`src/hw/rtl/gce_pkg.sv`:
```
package gce_pkg;

  // Width of the row field on the input channel.
  localparam int unsigned RowBitsW = 24;

  // Width of the window fields on the output channel.
  localparam int unsigned WinW = 9;

  // Configuration register indexes.
  localparam logic [2:0] CfgPosX      = 3'd0;
  localparam logic [2:0] CfgPosY      = 3'd1;
  localparam logic [2:0] CfgForeColor = 3'd2;
  localparam logic [2:0] CfgBackColor = 3'd3;
  localparam logic [2:0] CfgRotation  = 3'd4;

  // Rotation codes that move the address window.
  localparam logic [1:0] RotRowShift = 2'd2;
  localparam logic [1:0] RotColShift = 2'd3;

  typedef enum logic {
    ST_IDLE,
    ST_RUN
  } state_e;

endpackage

```
`src/hw/rtl/glyph_24x24_clipped_expander_unit.sv`:
```
// Glyph row expander with screen clipping.
//
// Each transfer on the input channel carries one glyph row (row_bits_i, bit
// GLYPH_SIZE-1 is the leftmost pixel). The block expands it into RGB565
// pixels, one output transfer per pixel, left to right. Pixels that fall
// left of column 0 or right of the screen are dropped, and a glyph that
// lies off the screen, or pos_x of zero, gives no pixels at all. Every
// pixel carries the glyph's address window; row_end_o marks the last pixel
// of a row and glyph_end_o the last pixel of the glyph's final row.
//
// Each row is captured into the per-row registers, and each pixel is then
// formed in the output register. One down counter walks over the row bits
// and selects one pixel per cycle while the output does not stall;
// in_stall_o stays high during that walk. A row that emits nothing leaves
// the block idle. A stall on the output channel holds the pixel register
// and pauses the walk.
//
// Configuration writes are accepted in every cycle. Position and rotation
// take effect for the next row and the colors for the next pixel formed.
// Reset clears the row counter and loads the register defaults.
module glyph_24x24_clipped_expander_unit #(
  parameter int unsigned SCREEN_WIDTH     = 240,
  parameter int unsigned SCREEN_HEIGHT    = 240,
  parameter int unsigned GLYPH_SIZE       = 24,
  parameter int unsigned CONTROLLER_LINES = 320
) (
  input  logic                               clk_i,
  input  logic                               rst_ni,

  input  logic                               cfg_valid_i,
  output logic                               cfg_ready_o,
  input  logic [2:0]                         cfg_index_i,
  input  logic [15:0]                        cfg_data_i,

  input  logic                               in_valid_i,
  output logic                               in_stall_o,
  input  logic [gce_pkg::RowBitsW-1:0]       row_bits_i,

  output logic                               out_valid_o,
  input  logic                               out_stall_i,
  output logic [15:0]                        pixel_color_o,
  output logic                               row_end_o,
  output logic                               glyph_end_o,
  output logic [gce_pkg::WinW-1:0]           win_col_first_o,
  output logic [gce_pkg::WinW-1:0]           win_col_final_o,
  output logic [gce_pkg::WinW-1:0]           win_row_first_o,
  output logic [gce_pkg::WinW-1:0]           win_row_final_o
);

  import gce_pkg::*;

  // Column and row arithmetic width, wide enough for every bound compared.
  localparam int unsigned CW = $clog2(SCREEN_WIDTH + SCREEN_HEIGHT + GLYPH_SIZE + 512);
  // Bit index into the row and remaining pixel count.
  localparam int unsigned IW = $clog2(GLYPH_SIZE);
  localparam int unsigned NW = $clog2(GLYPH_SIZE + 1);
  // Row bits widened so that a glyph wider than the input field reads zeros.
  localparam int unsigned GW = (GLYPH_SIZE > RowBitsW) ? GLYPH_SIZE : RowBitsW;

  localparam logic [CW-1:0] GlyphC   = CW'(GLYPH_SIZE);
  localparam logic [CW-1:0] MaxPosX  = CW'(SCREEN_WIDTH + GLYPH_SIZE - 1);
  localparam logic [CW-1:0] ScrW     = CW'(SCREEN_WIDTH);
  localparam logic [CW-1:0] ScrH     = CW'(SCREEN_HEIGHT);
  localparam logic [IW-1:0] LastIdx  = IW'(GLYPH_SIZE - 1);
  localparam logic [IW-1:0] LastRow  = IW'(GLYPH_SIZE - 1);
  localparam logic [WinW-1:0] OffX   = WinW'(CONTROLLER_LINES - SCREEN_WIDTH);
  localparam logic [WinW-1:0] OffY   = WinW'(CONTROLLER_LINES - SCREEN_HEIGHT);
  localparam logic [WinW-1:0] GlyphM1W = WinW'(GLYPH_SIZE - 1);

  // Configuration registers.
  logic [8:0]  pos_x_q;
  logic [7:0]  pos_y_q;
  logic [15:0] fore_color_q;
  logic [15:0] back_color_q;
  logic [1:0]  rotation_q;

  // Sequencer and per-row registers.
  state_e          state_q, state_d;
  logic [IW-1:0]   row_idx_q;
  logic [GLYPH_SIZE-1:0] row_q;
  logic [IW-1:0]   bit_idx_q;
  logic [NW-1:0]   rem_q;
  logic            last_q;
  logic [WinW-1:0] wcf_q, wcl_q, wrf_q, wrl_q;

  // Output register.
  logic            out_valid_q, out_valid_d;
  logic [15:0]     pix_q;
  logic            row_end_q, glyph_end_q;
  logic [WinW-1:0] o_wcf_q, o_wcl_q, o_wrf_q, o_wrl_q;

  logic            in_xfer;
  logic            load_pix;
  logic            item_off;
  logic [CW-1:0]   px, py, col0, col1, span;
  logic [NW-1:0]   cnt;
  logic [IW-1:0]   start_idx;
  logic            clip_left;
  logic [WinW-1:0] off_x, off_y;
  logic [GW-1:0]   row_ext;

  assign cfg_ready_o = 1'b1;

  // Row geometry, worked out once when a row is taken.
  always_comb begin
    px        = CW'(pos_x_q);
    py        = CW'(pos_y_q);
    item_off  = (px == '0) || (px > MaxPosX) || ((py + GlyphC) > ScrH);
    clip_left = (px < GlyphC);
    col0      = clip_left ? '0 : (px - GlyphC);
    start_idx = clip_left ? IW'(px - CW'(1)) : LastIdx;
    col1      = (px <= ScrW) ? (px - CW'(1)) : (ScrW - CW'(1));
    span      = col1 - col0 + CW'(1);
    cnt       = (span > GlyphC) ? NW'(GLYPH_SIZE) : NW'(span);
    off_x     = (rotation_q == RotColShift) ? OffX : '0;
    off_y     = (rotation_q == RotRowShift) ? OffY : '0;
    row_ext   = GW'(row_bits_i);
  end

  // Next state.
  always_comb begin
    state_d = state_q;
    case (state_q)
      ST_IDLE: begin
        if (in_xfer && !item_off) begin
          state_d = ST_RUN;
        end
      end
      ST_RUN: begin
        if (load_pix && (rem_q == NW'(1))) begin
          state_d = ST_IDLE;
        end
      end
      default: state_d = ST_IDLE;
    endcase
  end

  // Sequencer outputs.
  always_comb begin
    in_stall_o = 1'b1;
    load_pix   = 1'b0;
    case (state_q)
      ST_IDLE: in_stall_o = 1'b0;
      ST_RUN:  load_pix   = !out_valid_q || !out_stall_i;
      default: in_stall_o = 1'b1;
    endcase
  end

  assign in_xfer = in_valid_i && !in_stall_o;

  always_comb begin
    if (load_pix) begin
      out_valid_d = 1'b1;
    end else begin
      out_valid_d = out_valid_q && out_stall_i;
    end
  end

  always_ff @(posedge clk_i or negedge rst_ni) begin
    if (!rst_ni) begin
      pos_x_q      <= 9'd24;
      pos_y_q      <= '0;
      fore_color_q <= 16'hFFFF;
      back_color_q <= '0;
      rotation_q   <= '0;
    end else if (cfg_valid_i && cfg_ready_o) begin
      case (cfg_index_i)
        CfgPosX:      pos_x_q      <= cfg_data_i[8:0];
        CfgPosY:      pos_y_q      <= cfg_data_i[7:0];
        CfgForeColor: fore_color_q <= cfg_data_i;
        CfgBackColor: back_color_q <= cfg_data_i;
        CfgRotation:  rotation_q   <= cfg_data_i[1:0];
        default:      ;
      endcase
    end
  end

  always_ff @(posedge clk_i or negedge rst_ni) begin
    if (!rst_ni) begin
      state_q     <= ST_IDLE;
      row_idx_q   <= '0;
      out_valid_q <= 1'b0;
      rem_q       <= '0;
    end else begin
      state_q     <= state_d;
      out_valid_q <= out_valid_d;
      if (in_xfer) begin
        // The row counter advances on every row, also one that emits nothing.
        row_idx_q <= (row_idx_q == LastRow) ? '0 : (row_idx_q + IW'(1));
        rem_q     <= item_off ? '0 : cnt;
      end else if (load_pix) begin
        rem_q <= rem_q - NW'(1);
      end
    end
  end

  always_ff @(posedge clk_i) begin
    if (in_xfer) begin
      row_q     <= row_ext[GLYPH_SIZE-1:0];
      bit_idx_q <= start_idx;
      last_q    <= (row_idx_q == LastRow);
      wcf_q     <= WinW'(col0) + off_x;
      wcl_q     <= WinW'(col1) + off_x;
      wrf_q     <= WinW'(pos_y_q) + off_y;
      wrl_q     <= WinW'(pos_y_q) + GlyphM1W + off_y;
    end else if (load_pix) begin
      bit_idx_q <= bit_idx_q - IW'(1);
    end
  end

  always_ff @(posedge clk_i) begin
    if (load_pix) begin
      pix_q       <= row_q[bit_idx_q] ? fore_color_q : back_color_q;
      row_end_q   <= (rem_q == NW'(1));
      glyph_end_q <= (rem_q == NW'(1)) && last_q;
      o_wcf_q     <= wcf_q;
      o_wcl_q     <= wcl_q;
      o_wrf_q     <= wrf_q;
      o_wrl_q     <= wrl_q;
    end
  end

  assign out_valid_o     = out_valid_q;
  assign pixel_color_o   = pix_q;
  assign row_end_o       = row_end_q;
  assign glyph_end_o     = glyph_end_q;
  assign win_col_first_o = o_wcf_q;
  assign win_col_final_o = o_wcl_q;
  assign win_row_first_o = o_wrf_q;
  assign win_row_final_o = o_wrl_q;

`ifndef NO_ASSERTIONS
  // A glyph end pixel always closes its row.
  a_glyph_end_is_row_end: assert property (@(posedge clk_i) disable iff (!rst_ni)
    out_valid_o && glyph_end_o |-> row_end_o)
    else $error("glyph end without row end");

  // A pixel that does not close its row means the walk is still running.
  a_more_pixels: assert property (@(posedge clk_i) disable iff (!rst_ni)
    out_valid_o && !row_end_o |-> state_q == ST_RUN)
    else $error("row left unfinished");

  // The walk never runs with nothing left to emit.
  a_rem_nonzero: assert property (@(posedge clk_i) disable iff (!rst_ni)
    state_q == ST_RUN |-> rem_q != '0)
    else $error("running with empty count");

  // A row off the screen leaves the block ready in the next cycle.
  a_off_row_idle: assert property (@(posedge clk_i) disable iff (!rst_ni)
    in_xfer && item_off |=> state_q == ST_IDLE)
    else $error("off-screen row started a walk");

  // The row counter stays within the glyph.
  a_row_idx_range: assert property (@(posedge clk_i) disable iff (!rst_ni)
    row_idx_q <= LastRow)
    else $error("row counter out of range");
`endif

endmodule

```
`config.mk`:
```
export PLATFORM = sky130hd
export DESIGN_NAME = glyph_24x24_clipped_expander_unit
export DESIGN_NICKNAME = d
export VERILOG_FILES = /design/src/hw/rtl/gce_pkg.sv /design/src/hw/rtl/glyph_24x24_clipped_expander_unit.sv
export SDC_FILE = /design/constraint.sdc
export NUM_CORES = 1
export LEC_CHECK = 0
export BUFFER_PORTS_ARGS = -buffer_cell sky130_fd_sc_hd__buf_2
export CORE_MARGIN = 3
export CORE_UTILIZATION = 35
export DETAILED_ROUTE_END_ITERATION = 8
export HOLD_SLACK_MARGIN = 0.1
export PLACE_DENSITY = 0.5
export SYNTH_ARGS = -nofsm -noshare
export SYNTH_HDL_FRONTEND = slang
export SYNTH_SLANG_ARGS = --single-unit
```
`constraint.sdc`:
```
create_clock -name clk_i -period 6.1 [get_ports clk_i]
set_input_delay 0.915 -clock clk_i [delete_from_list [all_inputs] [get_ports clk_i]]
set_output_delay 0.915 -clock clk_i [all_outputs]
set_load 0.03 [all_outputs]
```
==> impl_results.md, run 1 <==
* WP data arrival at 4.51 ns
* Post-layout min period at 4.17 ns
* Seq pwr share at 0.409
* Gr busiest metal: met2
* Clk pwr share at 0.228
* H-tree lvl count at 4
* Int Power at 3110 uW
* Dominant cell type by area after synthesis: edfxtp_1
* # IOs at 105
* Slew margin rel. at 0.255
* Max Cap Violations at 0
* Mean Syn Cell Area at 14.4 sq um
* Final WL at 15,900 um
* # resized after CTS at 0
* Clock Sinks at 183
* Reg2Reg Setup Slack at 1.93 ns
* CTS Buffer Depth at 2
* Yosys top cell area share at 0.440
* Synth Flop Type: edfxtp_1
* Initial antenna violation count at 0
* Worst-path fanout max at 7
* TritonCTS buffer count at 17
* Slowest cell on the critical path: a2111oi_1
* Hold slack at 0.421 ns
* Top cells by area, synth: edfxtp_1, dfrtp_1, mux2_2
* Status: completed
* Pwr dens at 502 mW/mm^2
* Crit path kind: reg2reg
* DP Worst Slack at 1.99 ns
* # diodes at 0
* Measured slew at the worst slew-check pin at 1.10 ns
* Clk slew on worst S/H paths at 0.07 ns
* Row cnt at 55
* Syn Std Cell Area at 0.00820 sq mm
* GR Util met3 at 0.0312
* Hold_buf cts at 0
* Grt ovf at 0
* Die Wd at 159 um
* Post-layout instance area at 0.00964 sq mm
* GPL Wtd Cong at 0.801
* Most frequent cell after synthesis: edfxtp_1
* Hpwl dp at 11,300 um
* Die Y at 159 um
* Ys async rst share at 0.344
* Number of global-route vias before repair at 5,030
* Setup bufs post-CTS at 0
* Routed Antenna Nets at 0
* CTS tree: done
* LEAKAGE at 0.00394 uW
* Worst-Skew Late Latency at 0.42 ns
* Share of post-route cells with drive strength above 1 at 0.329
* Global-route wire length before repair at 26,400 um
* Sw power at 1730 uW
* Max Slew Vio Count at 0
* Syn Nets at 659
* Fin crit share at 0.683
* Drt first pass iters at 4
* P&R area growth vs syn at 17.6%
* Hold Crit Class: reg2reg
* IR drop worst, VDD at 241 uV
* Vias at 4,738
* Sw Share at 0.358
* IO Port Bufs at 103
* Sequential share of the synthesized area at 0.635
* Number of distinct library cells after synthesis at 61
* Final nets at 768
* DP Area at 0.00904 sq mm
* Detail-routed via count per cell at 4.72
* RSZ-0062 raised after global routing: no
* Comb pwr share at 0.363
* Synth warnings at 0
* CP Capture Type: register
* Syn Inst Count at 569
* Met2 usage at 0.210
* Crit start category: register
* Fin worst setup slack at 1.93 ns
* Critical path, cell by cell: inv_1 -> ha_1 -> nor3b_1 -> nor2_1 -> nor2_1 -> and2_1 -> ha_1 -> inv_1 -> ha_1 -> fa_1 -> nor3_1 -> nor2_1 -> a2111oi_1 -> nand4_1 -> o22ai_1
* Fmax at 240 MHz
* EDFF count, synth at 120
* WL per Instance at 15.8 um
* Residual DRC at 0
* Post-route setup TNS at 0 ns
* Final setup vio count at 0
* Max stage delay on crit path at 0.58 ns
* Die area at 0.0253 sq mm
* CP required at 6.44 ns
* Met1 usage at 0.173
* Core footprint at 0.0228 sq mm
* Total track usage at 0.131
* Final Hold Viols at 0
* Final core occ at 0.422
* Synth Register Bits at 183
* Starting Density at 0.359
* Root buffer cell: clkbuf_16
* Synth cell count leaders: edfxtp_1, mux2_2, nand2_1
* Largest net degree at the start of global routing at 64
* Starting DRT DRC Count at 252
* Clock Skews at 0.00987 ns
[cell usage in the layout (no fill, tap or decap), types with 3 or more instances in the layout]
master     instances
a21o_1             4
a21oi_1           14
a31oi_1            8
and2_1             3
buf_2            103
buf_4              5
clkbuf_16         17
dfrtp_1           45
dfstp_2           18
edfxtp_1         120
ha_1              40
inv_1             31
inv_6              4
inv_8              3
mux2_2            48
mux2_4            10
mux4_1             5
nand2_1           47
nand2b_1           5
nand4_1            5
nor2_1            31
nor3_1            11
o21ai_0           19
o22ai_1            4
or3_1              3
xnor2_1           24
xor2_1            14
[power by group through the flow]
stage	Clock (uW)	Combinational [uW]	Sequential (uW)
3_5_place_dp	0	1780	2010
4_1_cts	1140	1790	1980
2_1_floorplan	0	1160	2210
3_3_place_gp	0	1740	2000
6_report	1100	1760	1980
5_1_grt	1200	1940	2020
[metal layers]
| metal | part of all wire | up-vias |
|---|---|---|
| met4 | 0.019 | 0 |
| li1 | - | 2285 |
| met1 | 0.46 | 2333 |
| met3 | 0.038 | 20 |
| met5 | 0 | - |
| met2 | 0.48 | 100 |
[through the flow]
stage	power (uW)	instances
floorplan	3370	569
global placement	3740	972
detailed placement	3790	972
CTS	4920	1004
global route	5160	1004
finish	4840	1004
[kinds of logic after synthesis]
kind of cell	after synthesis	synth area share
compound gates	67	0.0534
mux	66	0.105
xor+xnor	39	0.0433
buf+inv	50	0.0275
other cells	1	0.000457
flops	183	0.635
fa+ha+maj	42	0.0659
simple gates	121	0.0693
[worst paths after layout]
check	from	end	cells after the start
worst max-delay path	pos_x_q[0]	rem_q[1]	15
worst min-delay path	wrl_q[6]	win_row_final_o[6]	0
worst max register to register	pos_x_q[0]	rem_q[1]	15
worst min register to register	wrl_q[6]	win_row_final_o[6]	0
max in group asynchronous	rst_ni	pos_y_q[0]	2
min in group asynchronous	rst_ni	back_color_q[11]	2
[worst max-delay path: cells and delay by family, from the launching register on]
| family | cells | cell delay (ns) |
|---|---|---|
| and+or+nand+nor | 7 | 1.61 |
| adders and majority gates | 4 | 1.04 |
| AOI/OAI and AO/OA | 2 | 0.80 |
| DFF | 1 | 0.46 |
| buffers and inverters | 2 | 0.17 |
[flip-flops by register name, summed over array words and instances, names as in the netlist, 8 cells and up]
register	cells
row_q	24
win_row_first_o	9
pos_x_q	9
win_row_final_o	9
wrl_q	9
fore_color_q	16
wcf_q	9
pixel_color_o	16
back_color_q	16
win_col_first_o	9
wcl_q	9
wrf_q	9
win_col_final_o	9
pos_y_q	8
[cell type report]
class / count / area [sq um]
fill: 2170 / 13200
sequential: 183 / 5200
clock buffer: 18 / 439
inverter: 32 / 120
clock inverter: 14 / 159
tap: 313 / 392
multi-input combinational: 336 / 2770
timing repair buffer: 108 / 553
No activity file was read; power rests on OpenSTA's default activity.
==> run 2, diff against run 1 <==
--- a/config.mk
+++ b/config.mk
@@ -5,12 +5,13 @@
 export SDC_FILE = /design/constraint.sdc
 export NUM_CORES = 1
 export LEC_CHECK = 0
+export ABC_AREA = 1
 export BUFFER_PORTS_ARGS = -buffer_cell sky130_fd_sc_hd__buf_2
 export CORE_MARGIN = 3
 export CORE_UTILIZATION = 35
 export DETAILED_ROUTE_END_ITERATION = 8
 export HOLD_SLACK_MARGIN = 0.1
-export PLACE_DENSITY = 0.5
+export PLACE_DENSITY = 0.52
 export SYNTH_ARGS = -nofsm -noshare
 export SYNTH_HDL_FRONTEND = slang
 export SYNTH_SLANG_ARGS = --single-unit
==> constraint.sdc (replaced) <==
create_clock -name clk_i -period 3.6 [get_ports clk_i]
set_input_delay 0.54 -clock clk_i [delete_from_list [all_inputs] [get_ports clk_i]]
set_output_delay 0.54 -clock clk_i [all_outputs]
set_load 0.03 [all_outputs]
==> run 2 against run 1 <==
Global-route usage grew 1.1 points; largest cell class unchanged; fmax grew 24%; highest routed layer unchanged; register-to-register slack worse by 1.7 ns; synthesized cell count is 36% higher; die area grew 3.1%; total power increased by 71%; critical endpoint unchanged; largest power group unchanged.
==> impl_results.md, run 2 <==
* Status: completed
* Die Wd at 162 um
* CTS Buffer Depth at 2
* Clock Sinks at 183
* Die area at 0.0261 sq mm
* WP data arrival at 3.68 ns
* Syn Std Cell Area at 0.00847 sq mm
* # IOs at 105
* Detail-routed via count per cell at 4.55
* Synth cell count leaders: nand2_1, edfxtp_1, inv_1
* Global-route wire length before repair at 29,000 um
* Post-route setup TNS at 0 ns
* Hold Crit Class: in2reg
* IR drop worst, VDD at 412 uV
* Clk slew on worst S/H paths at 0.07 ns
* GPL Wtd Cong at 0.863
* Slowest cell on the critical path: fa_1
* Max stage delay on crit path at 0.47 ns
* Most frequent cell after synthesis: nand2_1
* Commonest cells after routing, fill and taps aside: nand2_1, edfxtp_1, buf_2
* Filler Cell Count at 2,286
* Synth Flop Type: edfxtp_1
* H-tree lvl count at 4
* Hold depth at 1
* Final WL at 17,700 um
* Routed Antenna Nets at 0
* Measured slew at the worst slew-check pin at 1.05 ns
* Final Hold Viols at 0
* Gr busiest metal: met2
* Sequential share of the synthesized area at 0.615
* # diodes at 0
* Vias at 5,562
* Final nets at 981
* EDFF count, synth at 120
* Reg2reg path depth at 19
* Share of post-route cells with drive strength above 1 at 0.232
* Slew margin rel. at 0.301
* Most common cell after layout, fill and taps aside: nand2_1
* Mean Syn Cell Area at 11.0 sq um
* Met1 usage at 0.188
* Crit start category: register
* Met2 usage at 0.236
* Max Cap Violations at 0
* Max reg flops at 24
* CTS tree: done
* Synth warnings at 0
* Largest net degree at the start of global routing at 56
* Synth Register Bits at 183
* Syn Nets at 863
* Max Slew Vio Count at 0
* LEAKAGE at 0.00440 uW
* Final setup vio count at 0
* Fmax at 299 MHz
* IO Port Bufs at 103
* P&R area growth vs syn at 17.9%
* CP required at 3.93 ns
* Root buffer cell: clkbuf_16
* Drt first pass iters at 5
* Yosys top cell area share at 0.426
* Hold slack at 0.284 ns
* Grt ovf at 0
* Dominant cell type by area after synthesis: edfxtp_1
* Initial antenna violation count at 0
* Pwr dens at 831 mW/mm^2
* Hpwl dp at 12,400 um
* RSZ-0062 raised after global routing: no
* Core footprint at 0.0236 sq mm
* Fin crit share at 0.930
* Top cells by area, synth: edfxtp_1, dfrtp_1, nand2_1
* Total track usage at 0.142
* TritonCTS buffer count at 17
* Clock Skews at 0.0121 ns
* Post-layout min period at 3.35 ns
* Worst-path fanout max at 7
* GR Util met3 at 0.0308
* Hold_buf cts at 0
* Number of global-route vias before repair at 5,518
* Die Y at 162 um
* Critical path, cell by cell: inv_1 -> ha_1 -> nand2_4 -> nor2_8 -> nor2_4 -> a21oi_4 -> nand2_1 -> inv_1 -> ha_1 -> inv_1 -> ha_1 -> fa_1 -> nor3_1 -> nor2_1 -> nand3_1 -> nand3_1 -> nor2_4 -> nand4_1 -> a22oi_1
* Crit path kind: reg2reg
* WL per Instance at 14.5 um
* Starting DRT DRC Count at 259
* Top reg by flops: row_q
* CP Capture Type: register
* Ys async rst share at 0.344
* Starting Density at 0.359
* Residual DRC at 0
* Number of distinct library cells after synthesis at 46
* Row cnt at 56
* Worst-Skew Late Latency at 0.43 ns
* Syn Inst Count at 773
[run 2: critical path, delay by kind of cell, from the launching register on]
kind | cells | cell delay (ns)
compound gates | 2 | 0.41
fa+ha+maj | 4 | 1.09
buf+inv | 3 | 0.23
flops | 1 | 0.44
simple gates | 10 | 1.05
[run 2: layout make-up]
cell class              count  area (sq um)  area share
clock buffers              19           433      0.0434
repair buffers            117           621      0.0622
well taps                 319           399      0.0400
inverters                 104           395      0.0396
flip-flops and latches    183          5200       0.521
clock inverters            13           149      0.0149
multi-input cells         468          2780       0.279
[run 2: per-stage QoR]
stage	util	setup slack (ns)	instance area, sq um	total power, uW	cells
after global placement	0.397	0.245	9370	6460	1189
after global routing	0.423	0.0194	9980	8910	1223
after detailed placement	0.397	0.154	9370	6460	1189
after CTS	0.421	0.133	9950	8370	1221
after floorplan	-	0.476	8470	5670	773
final	0.423	0.251	9980	8290	1223
[run 2: worst paths after layout]
kind                           startpoint  slack (ns)                 end
max reg2reg                    pos_x_q[1]        0.25            rem_q[1]
min in group asynchronous          rst_ni        0.30    back_color_q[11]
max                            pos_x_q[1]        0.25            rem_q[1]
max in group asynchronous          rst_ni        2.47     fore_color_q[2]
min                        row_bits_i[19]        0.28           row_q[19]
min reg2reg                      wrf_q[8]        0.42  win_row_first_o[8]
[run 2: kinds of logic after synthesis]
| family | Yosys count | share of synthesized area |
|---|---|---|
| AND/OR/NAND/NOR | 262 | 0.135 |
| other | 1 | 0.000443 |
| flip-flops | 183 | 0.615 |
| XOR/XNOR | 30 | 0.0310 |
| AO/OA/AOI/OAI | 133 | 0.0950 |
| adder cells (fa/ha/maj) | 42 | 0.0638 |
| buffers and inverters | 122 | 0.0600 |
[run 2: timing repair]
action | 4_1_cts | 5_1_grt
endpoints found under the hold margin | 0 | 0
endpoints found under the setup margin | 0 | 5
buffers inserted | 0 | 2
resized for setup | 0 | 5
[run 2: per-layer routing]
layer / share of wire / wire length (um)
met1: 0.47 / 8270
met2: 0.47 / 8410
met3: 0.042 / 746
met4: 0.016 / 278
met5: 0 / 0
[run 2: report_power, final]
part,internal [uW],total (uW),switching [uW]
combinational,1030,3180,2160
clock,1030,1850,818
sequential,2970,3260,282
